File: src/rtl/core/pstep_pkg.sv
// shared types and constants of the particle step and neighbour mask block
`timescale 1ns / 1ps
`default_nettype none

package pstep_pkg;

	// item opcodes
	localparam logic OP_LOAD = 1'b0;
	localparam logic OP_STEP = 1'b1;

	// configuration register indexes
	localparam int CFG_IDX_W  = 2;
	localparam int CFG_DATA_W = 23;
	localparam logic [CFG_IDX_W-1:0] CFG_ACTIVE_COUNT    = 2'd0;
	localparam logic [CFG_IDX_W-1:0] CFG_NEIGHBOUR_LIMIT = 2'd1;
	localparam logic [CFG_IDX_W-1:0] CFG_WALL_BOUND      = 2'd2;

	// configuration reset values
	localparam logic [8:0]  ACTIVE_RESET = 9'd256;
	localparam logic [22:0] LIMIT_RESET  = 23'd209715;
	localparam logic [22:0] BOUND_RESET  = 23'd1048576;

	// fixed field and sweep geometry
	localparam int LANES     = 4;
	localparam int LANE_W    = 2;
	localparam int ROW_W     = 6;
	localparam int MASK_W    = 64;

	typedef struct packed {
		logic [8:0]  active_count;
		logic [22:0] neighbour_limit;
		logic [22:0] wall_bound;
	} pstep_cfg_t;

	typedef struct packed {
		logic             load_we;
		logic             step_capture;
		logic             prep;
		logic             commit;
		logic             issue;
		logic             issue_last;
		logic [ROW_W-1:0] row;
	} pstep_cmd_t;

	typedef struct packed {
		logic       pipe_busy;
		logic [1:0] last_chunk_sel;
	} pstep_status_t;

endpackage

`default_nettype wire

File: src/rtl/core/pstep_ctrl.sv
// sequencer for load, step update and neighbour sweep
`timescale 1ns / 1ps
`default_nettype none

module pstep_ctrl (
	input  logic                      clk,
	input  logic                      arst_n,
	input  logic                      start,
	input  logic                      op,
	input  pstep_pkg::pstep_status_t  status,
	output logic                      busy,
	output pstep_pkg::pstep_cmd_t     cmd
);
	import pstep_pkg::*;

	localparam logic [2:0] ST_IDLE   = 3'd0;
	localparam logic [2:0] ST_FETCH  = 3'd1;
	localparam logic [2:0] ST_UPDATE = 3'd2;
	localparam logic [2:0] ST_SWEEP  = 3'd3;
	localparam logic [2:0] ST_DRAIN  = 3'd4;

	logic [2:0]       state_q;
	logic [2:0]       state_nxt;
	logic [ROW_W-1:0] row_q;
	logic             accept;
	logic             last_row;

	assign accept   = start && (state_q == ST_IDLE);
	assign busy     = (state_q != ST_IDLE);
	assign last_row = (row_q[3:0] == 4'hF) && (row_q[5:4] == status.last_chunk_sel);

	always_comb begin
		cmd              = '0;
		cmd.load_we      = accept && (op == OP_LOAD);
		cmd.step_capture = accept && (op == OP_STEP);
		cmd.prep         = (state_q == ST_FETCH);
		cmd.commit       = (state_q == ST_UPDATE);
		cmd.issue        = (state_q == ST_SWEEP);
		cmd.issue_last   = (state_q == ST_SWEEP) && last_row;
		cmd.row          = row_q;
	end

	always_comb begin
		state_nxt = state_q;
		case (state_q)
			ST_IDLE: begin
				if (accept && (op == OP_STEP)) state_nxt = ST_FETCH;
			end
			ST_FETCH:  state_nxt = ST_UPDATE;
			ST_UPDATE: state_nxt = ST_SWEEP;
			ST_SWEEP: begin
				if (last_row) state_nxt = ST_DRAIN;
			end
			ST_DRAIN: begin
				if (!status.pipe_busy) state_nxt = ST_IDLE;
			end
			default: state_nxt = ST_IDLE;
		endcase
	end

	always_ff @(posedge clk or negedge arst_n) begin
		if (!arst_n) begin
			state_q <= ST_IDLE;
			row_q   <= '0;
		end else begin
			state_q <= state_nxt;
			if (state_q == ST_UPDATE) row_q <= '0;
			else if (state_q == ST_SWEEP) row_q <= row_q + ROW_W'(1);
		end
	end

endmodule

`default_nettype wire

File: config.mk
export PLATFORM = sky130hd
export DESIGN_NAME = pstep_ctrl
export DESIGN_NICKNAME = d
export VERILOG_FILES = /design/src/rtl/core/pstep_pkg.sv /design/src/rtl/core/pstep_ctrl.sv
export SDC_FILE = /design/constraint.sdc
export NUM_CORES = 1
export LEC_CHECK = 0
export ABC_AREA = 1
export BUFFER_PORTS_ARGS = -buffer_cell sky130_fd_sc_hd__buf_4
export CAP_MARGIN = 20
export CELL_PAD_IN_SITES_DETAIL_PLACEMENT = 1
export CELL_PAD_IN_SITES_GLOBAL_PLACEMENT = 1
export CORE_MARGIN = 3
export CORE_UTILIZATION = 34
export DETAILED_ROUTE_END_ITERATION = 7
export PLACE_DENSITY = 0.78
export SYNTH_ARGS = -nofsm -noshare
export SYNTH_HDL_FRONTEND = slang
export SYNTH_SLANG_ARGS = --single-unit
File: constraint.sdc
create_clock -name clk -period 2.4 [get_ports clk]
set_input_delay 0.72 -clock clk [delete_from_list [all_inputs] [get_ports clk]]
set_output_delay 0.72 -clock clk [all_outputs]
set_load 0.01 [all_outputs]
==> impl_metrics.yaml, run 1 <==
run_status:
  status: "finished clean"
cts:
  post_cts_buffers: 0
  cts_buffers: 3
  ctsLongestPathBuffers: 2
  cts.sinks: 9
  ctsResizeCount: 0
  cts_tree: "yes"
  ctsHoldBuffers: 0
  clock_latency_ns: 0.27
  clkTransAtPathRegs_ns: 0.07
  h-tree-depth: 1
  cts-root-buf: "clkbuf_4"
floorplan:
  die_h_um: 45.03
  die-area_um2: 2028
  ioPinCount: 20
  fp-row-count: 13
  die_w_um: 45.03
  core_um2: 1366
  initial_utilization_pct: 37.91
setup_path:
  reg2reg_slack_ns: 1.12
  worstPathMaxFanout: 5
  worstSetupStartpointType: "flop"
  rr_worst_depth: 6
  required_ns: 1.68
  crit_path_end_kind: "primary output"
  r2r_end: "state_q[1]"
  cp-startpoint: "row_q[0]"
  arrival_ns: 1.47
  reg2reg_from: "row_q[0]"
  path_class: "reg -> out"
power:
  power_density_nw_per_um2: 1150
  leakage_nw: 0.3732
  peakVddDrop_uv: 491.6
synthesis:
  ys.flop_type: "dfrtp_1"
  synth_top_area_share_pct: 43.48
  ys_warn_count: 0
  synth_nets: 73
  synth_area_per_cell_um2: 7.969
  synthArstFlopShare_pct: 100.0
  netlist_top_cells_area: "dfrtp_1 (43%), nand2_1 (7.2%), nor2_1 (7.2%)"
  synth-seq-cells: 9
  netlist_area_um2: 518.0
  ys_seq_area_share_pct: 43.48
  synth_cell_types: 18
  synth_area_leader_cell: "dfrtp_1"
  syn_inst: 65
  synth_edf_count: 0
layout:
  area_growth_pct: 36.23
  antenna_cells: 0
  final_cells: 103
  fillerInstances: 187
  drive_gt1_share_pct: 34.09
  register_area_um2: 225.2
  nets: 97
  finish.utilization_pct: 51.65
  multi_input_area_um2: 251.5
detailed_routing:
  drt_iter0_drc: 6
  antenna_left: 0
  vias: 491
  drt-vias-per-instance: 4.767
  routedWlPerCell_um: 12.74
  detail_route.wirelength_mm: 1.312
  drc: 0
  firstDrtPassIters: 4
timing:
  grt_setup_unrepaired: "no"
  min_period_over_period_pct: 91.12
  hold_viol: 0
  worstMarginPinSlew_ns: 0.1825
  timing.fmax_mhz: 457.3
  report.final.slew_viol_count: 0
  relSlewSlack_pct: 87.73
  tns_ns: 0
  period_minus_slack_ns: 2.187
  setup_viol_count_final: 0
  worst_clock_skew_ns: 0.002106
grt:
  overflow: 0
  grt_pass1_vias: 495
  grt_pass1_wl_mm: 2.283
  antenna_found_initial: 0
  grt_start_max_net_pins: 10
  track_usage_pct: 15.38
placed_design:
  gp_congestion: 0.6814
  dp_cells: 99
  port_buffers: 19
  dp_hpwl_mm: 1.045
hold_path:
  hold_path.class: "in -> async"
flow_run:
  drv_cap: 0
==> cell usage after synthesis (2+ instances only) <==
cell type / instances
o21ai_1: 3
xnor2_1: 3
inv_1: 9
a21oi_1: 2
o21ai_0: 3
nand2_2: 2
nor2_1: 10
nand2_1: 10
inv_2: 2
dfrtp_1: 9
nand3_1: 5
==> flip-flops by register name (all words and copies together) (netlist names) <==
signal,count
row_q,6
state_q,3
==> placed cells by master, fill, tap and decap left out, types with 2 or more instances in the layout <==
cell type  instances
nor2_1            10
o21ai_0            3
clkbuf_4           3
xnor2_1            3
o21ai_1            3
nand2_1           10
nand2_2            2
a21oi_1            2
inv_2              2
dfrtp_1            9
nand3_1            5
buf_4             19
inv_1              9
==> worst max path at each step <==
| stage | depth (start not counted) | end | slack, ns |
|---|---|---|---|
| global route | 6 | cmd[6] | 0.06 |
| floorplan | 3 | cmd[6] | 0.54 |
| finish | 6 | cmd[6] | 0.21 |
| CTS | 6 | cmd[6] | 0.19 |
| global placement | 5 | cmd[6] | 0.37 |
| detailed placement | 5 | cmd[6] | 0.34 |
==> kinds of logic (layout without fill, tap and decap cells) <==
kind of cell	after synthesis	count (layout)	synth area share, %
AND/OR/NAND/NOR	31	31	30.20
XOR/XNOR	3	3	5.073
buffers and inverters	11	34	7.971
AO/OA/AOI/OAI	10	10	10.87
flip-flops	9	9	43.48
adder cells (fa/ha/maj)	1	1	2.415
==> final cells by class <==
cell class / count / area share, %
Tap cell: 15 / 2.660
Timing Repair Buffer: 19 / 20.21
Clock buffer: 4 / 3.723
Inverter: 11 / 5.851
Multi-Input combinational cell: 45 / 35.64
Sequential cell: 9 / 31.91
==> through the flow <==
stage	cell area, um2	worst slack, ns	hold WS [ns]	total power, mW
global placement	679.4	0.3651	0.5026	0.6840
global route	705.7	0.05939	0.2626	0.8850
finish	705.7	0.2131	0.2620	0.8117
detailed placement	679.4	0.3356	0.5113	0.6964
floorplan	518.0	0.5442	0.4244	0.5198
CTS	705.7	0.1880	0.2636	0.8235
==> where the power goes <==
group	internal, mW	switching [mW]
combinational	0.181	0.248
sequential	0.201	0.0561
clock	0.0643	0.0604
==> per-layer routing <==
metal / up-vias / routed length, um / track usage [%]
li1: 251 / - / -
met1: 224 / 602 / 21.98
met2: 14 / 623 / 23.45
met3: 2 / 77 / 2.390
met4: 0 / 8 / 5.263
met5: - / 0 / 0
==> critical path, stage by stage (launching register included) <==
cell and delay, ns:
dfrtp_1 0.41, ha_1 0.20, nand2_1 0.06, nor2_1 0.15
nand3_1 0.14, nor2_1 0.11, buf_4 0.12
Power figures use the tool's default switching activity.
==> inputs of run 2 (changes only) <==
CORE_UTILIZATION = 29   (was 34)
PLACE_DENSITY = 0.7   (was 0.78)
clock period = 1.75 ns   (was 2.4 ns; I/O delays follow)
==> run 2 against run 1 <==
Flip-flop and latch count stayed put. Worst hold slack worse by 0.20 ns. The run now ends with setup timing left. Wire length grew 23%. Worst setup slack lost 0.35 ns. Combinational power up 87%. Critical endpoint unchanged. Largest power group unchanged. Sequential share of layout area is 6.2 points lower.
==> impl_metrics.yaml, run 2 (synthesis gave the netlist of run 1 again) <==
layout:
  nets: 110
  area_growth_pct: 71.26
  finish.utilization_pct: 55.65
  drive_gt1_share_pct: 54.46
  fillerInstances: 207
  top_regs: "row_q: 6 flops, state_q: 3 flops"
  antenna_cells: 0
  layout_common_cells: "buf_4 (27), nor2_1 (8), nand2_1 (8)"
  largest_reg_flops: 6
  largest-register: "row_q"
  layout_commonest_cell: "buf_4"
grt:
  antenna_found_initial: 0
  overflow: 0
  grt_pass1_vias: 623
  grt_start_max_net_pins: 10
  grt_pass1_wl_mm: 2.615
  track_usage_pct: 17.25
cts:
  cts.sinks: 9
  cts-root-buf: "clkbuf_4"
  clkTransAtPathRegs_ns: 0.06
  ctsLongestPathBuffers: 2
  clock_latency_ns: 0.27
  cts_tree: "yes"
  cts_buffers: 3
  ctsHoldBuffers: 0
  h-tree-depth: 1
run_status:
  violations: "setup timing"
  status: "complete, but fails checks"
power:
  power.share.clock_pct: 12.9
  pwr-share-comb_pct: 60.1
  seq_power_share_pct: 27.0
  p_sw_share_pct: 43.22
  peakVddDrop_uv: 633.6
  power_switching_uw: 576.7
  internal_power_uw: 757.8
  power_density_nw_per_um2: 1504
  leakage_nw: 0.4455
setup_path:
  arrival_ns: 1.36
  reg2reg_slack_ns: -0.02
  path_class: "reg -> out"
  cp-startpoint: "row_q[0]"
  crit_path_end_kind: "primary output"
  reg2reg_from: "row_q[0]"
  max_stage_delay_ns: 0.37
  crit_buf_inv: 1
  cp_slowest_cell: "dfrtp_1"
  worstSetupStartpointType: "flop"
  crit_family: "simple AND/OR/NAND/NOR gates"
  path_cells: "ha_2, nand2_2, nor2_4, nand3_2, nor2_1, buf_4"
  required_ns: 1.22
  worstPathMaxFanout: 2
floorplan:
  initial_utilization_pct: 32.50
  core_um2: 1594
  die_h_um: 48.27
  die-area_um2: 2330
  ioPinCount: 20
  fp-row-count: 14
  die_w_um: 48.27
placed_design:
  gp_congestion: 0.7137
  dp_hpwl_mm: 1.080
  port_buffers: 19
timing:
  tns_ns: -0.1498
  period_minus_slack_ns: 1.882
  worst_clock_skew_ns: 0.003281
  hold_viol: 0
  timing.fmax_mhz: 531.4
  layout_setup_ws_ns: -0.1319
  min_period_over_period_pct: 107.5
  setup_viol_count_final: 3
  grt_setup_unrepaired: "yes"
  worstMarginPinSlew_ns: 0.2086
  relSlewSlack_pct: 86.08
  report.final.slew_viol_count: 0
detailed_routing:
  drt_iter0_drc: 3
  firstDrtPassIters: 3
  antenna_left: 0
  drc: 0
  routedWlPerCell_um: 12.94
  drt-vias-per-instance: 4.440
  vias: 555
  detail_route.wirelength_mm: 1.618
hold_path:
  hold_path.class: "in -> async"
flow_run:
  drv_cap: 0
==> run 2: changes by cell type in the layout (fill, tap and decap cells not counted), sizes merged <==
cell	delta
buf	+13
==> run 2: layout make-up <==
cell class	count	area [um2]	share of cell area (%)
Sequential cell	9	227.7	25.67
Tap cell	24	30.03	3.385
Clock buffer	4	26.28	2.962
Timing Repair Buffer	32	259.0	29.20
Multi-Input combinational cell	45	302.8	34.13
Inverter	11	41.29	4.654
==> run 2: per-layer routing <==
layer / vias to the layer above / track usage, % / part of all wire (%)
li1: 277 / - / -
met1: 263 / 17.46 / 36
met2: 11 / 31.25 / 57
met3: 4 / 7.011 / 5.2
met4: 0 / 6.452 / 1.8
met5: - / 0 / 0
==> run 2: path summary, 6_finish.rpt <==
kind | endpoint | depth (start not counted)
min reg2reg | state_q[0] | 1
min | row_q[1] | 1
max | cmd[6] | 6
max in group asynchronous | state_q[1] | 1
max reg2reg | state_q[1] | 12
min in group clk | state_q[0] | 1
==> run 2: metrics by stage <==
stage / hold slack (ns) / total power [mW] / area (um2) / setup WS [ns] / std cells
2_1_floorplan: 0.2294 / 0.7129 / 518.0 / 0.1477 / 65
3_3_place_gp: 0.3604 / 0.9944 / 713.2 / 0.1028 / 111
3_5_place_dp: 0.3609 / 1.013 / 713.2 / 0.06719 / 111
4_1_cts: 0.06841 / 1.221 / 812.0 / -0.1262 / 122
5_1_grt: 0.06003 / 1.460 / 887.1 / -0.2494 / 125
6_report: 0.06554 / 1.335 / 887.1 / -0.1319 / 125
==> run 2: power groups by stage <==
stage / Sequential (mW) / Clock (mW) / Combinational, mW
6_report: 0.361 / 0.172 / 0.802
5_1_grt: 0.375 / 0.191 / 0.894
4_1_cts: 0.343 / 0.175 / 0.703
3_5_place_dp: 0.344 / 0 / 0.670
3_3_place_gp: 0.339 / 0 / 0.655
2_1_floorplan: 0.363 / 0 / 0.350
==> run 2: what timing repair did <==
item	in CTS	in global routing
pin swaps	4	5
setup endpoints to repair	2	9
gates resized for setup	6	17
setup buffers	7	7
==> run 2: worst reg2reg max path, stage by stage (launching register included) <==
cell	delay (ns)
dfrtp_1	0.37
ha_2	0.20
nand2_2	0.07
nor2_4	0.12
nand3_2	0.08
buf_4	0.14
buf_6	0.10
buf_6	0.10
buf_6	0.10
buf_6	0.10
buf_4	0.13
nand2_4	0.05
nand3b_1	0.07
==> inputs of run 3 (changes only) <==
==> constraint.sdc (replaced) <==
create_clock -name clk -period 1.75 [get_ports clk]
set_input_delay 0.0875 -clock clk [delete_from_list [all_inputs] [get_ports clk]]
set_output_delay 0.0875 -clock clk [all_outputs]
set_load 0.01 [all_outputs]
==> run 3 against run 2 <==
The flow now finishes without violations. Worst setup slack better by 0.36 ns. Global-route usage shrank 2.6 points. Via count down 4.7%. Power is 12% lower. Core utilization shrank 8.6 points. Largest cell class unchanged. Worst hold slack improved by 0.10 ns.
==> impl_metrics.yaml, run 3 (synthesis gave the netlist of run 1 again) <==
timing:
  min_period_over_period_pct: 86.79
  relSlewSlack_pct: 85.67
  grt_setup_unrepaired: "no"
  setup_viol_count_final: 0
  tns_ns: 0
  report.final.slew_viol_count: 0
  worstMarginPinSlew_ns: 0.2132
  timing.fmax_mhz: 658.4
  worst_clock_skew_ns: 0.003436
  period_minus_slack_ns: 1.519
  hold_viol: 0
detailed_routing:
  routedWlPerCell_um: 12.29
  vias: 529
  antenna_left: 0
  drc: 0
  firstDrtPassIters: 4
  drt_iter0_drc: 4
  drt-vias-per-instance: 4.560
  detail_route.wirelength_mm: 1.426
power:
  power.share.clock_pct: 13.9
  power_switching_uw: 517.8
  peakVddDrop_uv: 882.6
  seq_power_share_pct: 30.3
  pwr-share-comb_pct: 55.8
  power_density_nw_per_um2: 1569
  leakage_nw: 0.3918
  internal_power_uw: 657.8
  p_sw_share_pct: 44.04
layout:
  nets: 101
  finish.utilization_pct: 47.02
  top_regs: "row_q: 6 flops, state_q: 3 flops"
  layout_commonest_cell: "buf_4"
  largest-register: "row_q"
  fillerInstances: 208
  antenna_cells: 0
  area_growth_pct: 44.69
  drive_gt1_share_pct: 35.87
  largest_reg_flops: 6
  layout_common_cells: "buf_4 (22), nor2_1 (10), nand2_1 (10)"
setup_path:
  arrival_ns: 1.43
  crit_path_end_kind: "primary output"
  worstPathMaxFanout: 5
  path_cells: "ha_1, nand2_1, nor2_1, nand3_1, nor2_1, buf_4"
  reg2reg_slack_ns: 0.52
  crit_family: "simple AND/OR/NAND/NOR gates"
  cp_slowest_cell: "dfrtp_1"
  max_stage_delay_ns: 0.41
  path_class: "reg -> out"
  crit_buf_inv: 1
  worstSetupStartpointType: "flop"
  cpMostUsedCell: "nor2_1"
  required_ns: 1.66
floorplan:
  die_w_um: 48.27
  ioPinCount: 20
  die-area_um2: 2330
  core_um2: 1594
  die_h_um: 48.27
  fp-row-count: 14
  initial_utilization_pct: 32.50
placed_design:
  dp_hpwl_mm: 1.085
  gp_congestion: 0.6682
  port_buffers: 19
grt:
  grt_start_max_net_pins: 10
  overflow: 0
  grt_pass1_wl_mm: 2.290
  track_usage_pct: 14.60
  grt_pass1_vias: 531
  antenna_found_initial: 0
flow_run:
  drv_cap: 0
cts:
  ctsResizeCount: 0
  clkTransAtPathRegs_ns: 0.06
  h-tree-depth: 1
  cts.sinks: 9
  clock_latency_ns: 0.26
  cts_tree: "yes"
  cts_buffers: 3
  cts-root-buf: "clkbuf_4"
  ctsLongestPathBuffers: 2
run_status:
  status: "finished clean"
hold_path:
  hold_path.class: "in -> reg"
## run 3: cell count changes in the layout (fill, tap and decap cells not counted), sizes merged
cell / change
buf: -10
dlygate4sd3: +1
## run 3: path summary, 6_finish.rpt
check / cells past startpoint / to / from
setup / recovery: 6 / cmd[6] / row_q[0]
max in group asynchronous: 2 / row_q[1] / arst_n
hold reg to reg: 1 / state_q[0] / state_q[2]
min in group asynchronous: 2 / row_q[5] / arst_n
setup reg to reg: 6 / state_q[0] / row_q[0]
hold / removal: 5 / state_q[2] / status[2]
## run 3: cell type report
type	count	area [um2]	share of cell area (%)
timing repair buffer	23	175.2	23.37
sequential	9	225.2	30.05
inverter	11	41.29	5.509
tap	24	30.03	4.007
clock buffer	4	26.28	3.506
multi-input combinational	45	251.5	33.56
## run 3: timing repair
item | in CTS | in global routing
buffers inserted | 0 | 3
hold endpoints to repair | 9 | 0
hold buffers | 1 | 0
endpoints found under the setup margin | 0 | 1
## run 3: stage by stage
stage	hold slack (ns)	instance area [um2]	worst slack, ns	std cells	power (mW)
after floorplan	-0.2081	518.0	0.5821	65	0.7129
after global placement	-0.07845	690.7	0.5458	108	0.9455
after detailed placement	-0.07797	690.7	0.5134	108	0.9677
after CTS	0.1753	726.9	0.2142	113	1.139
after global routing	0.1799	749.5	0.01579	116	1.286
final	0.1705	749.5	0.2311	116	1.176
## run 3: power by group through the flow
stage / Clock [mW] / Combinational (mW) / Sequential [mW]
after floorplan: 0 / 0.350 / 0.363
after global placement: 0 / 0.592 / 0.354
after detailed placement: 0 / 0.611 / 0.357
after CTS: 0.171 / 0.614 / 0.354
after global routing: 0.181 / 0.738 / 0.367
final: 0.163 / 0.656 / 0.356
## run 3: metal layers
metal	GRT usage [%]	vias up	wire, um	part of all wire (%)
met4	3.226	0	0	0
li1	-	259	-	-
met3	6.642	0	92	6.5
met2	22.92	10	737	52
met5	0	-	0	0
met1	18.37	260	597	42
## run 3: worst min-delay path, stage by stage
cell,delay (ns)
buf_4,0.08
inv_1,0.03
nor2_1,0.08
nand2_1,0.05
o21ai_0,0.07
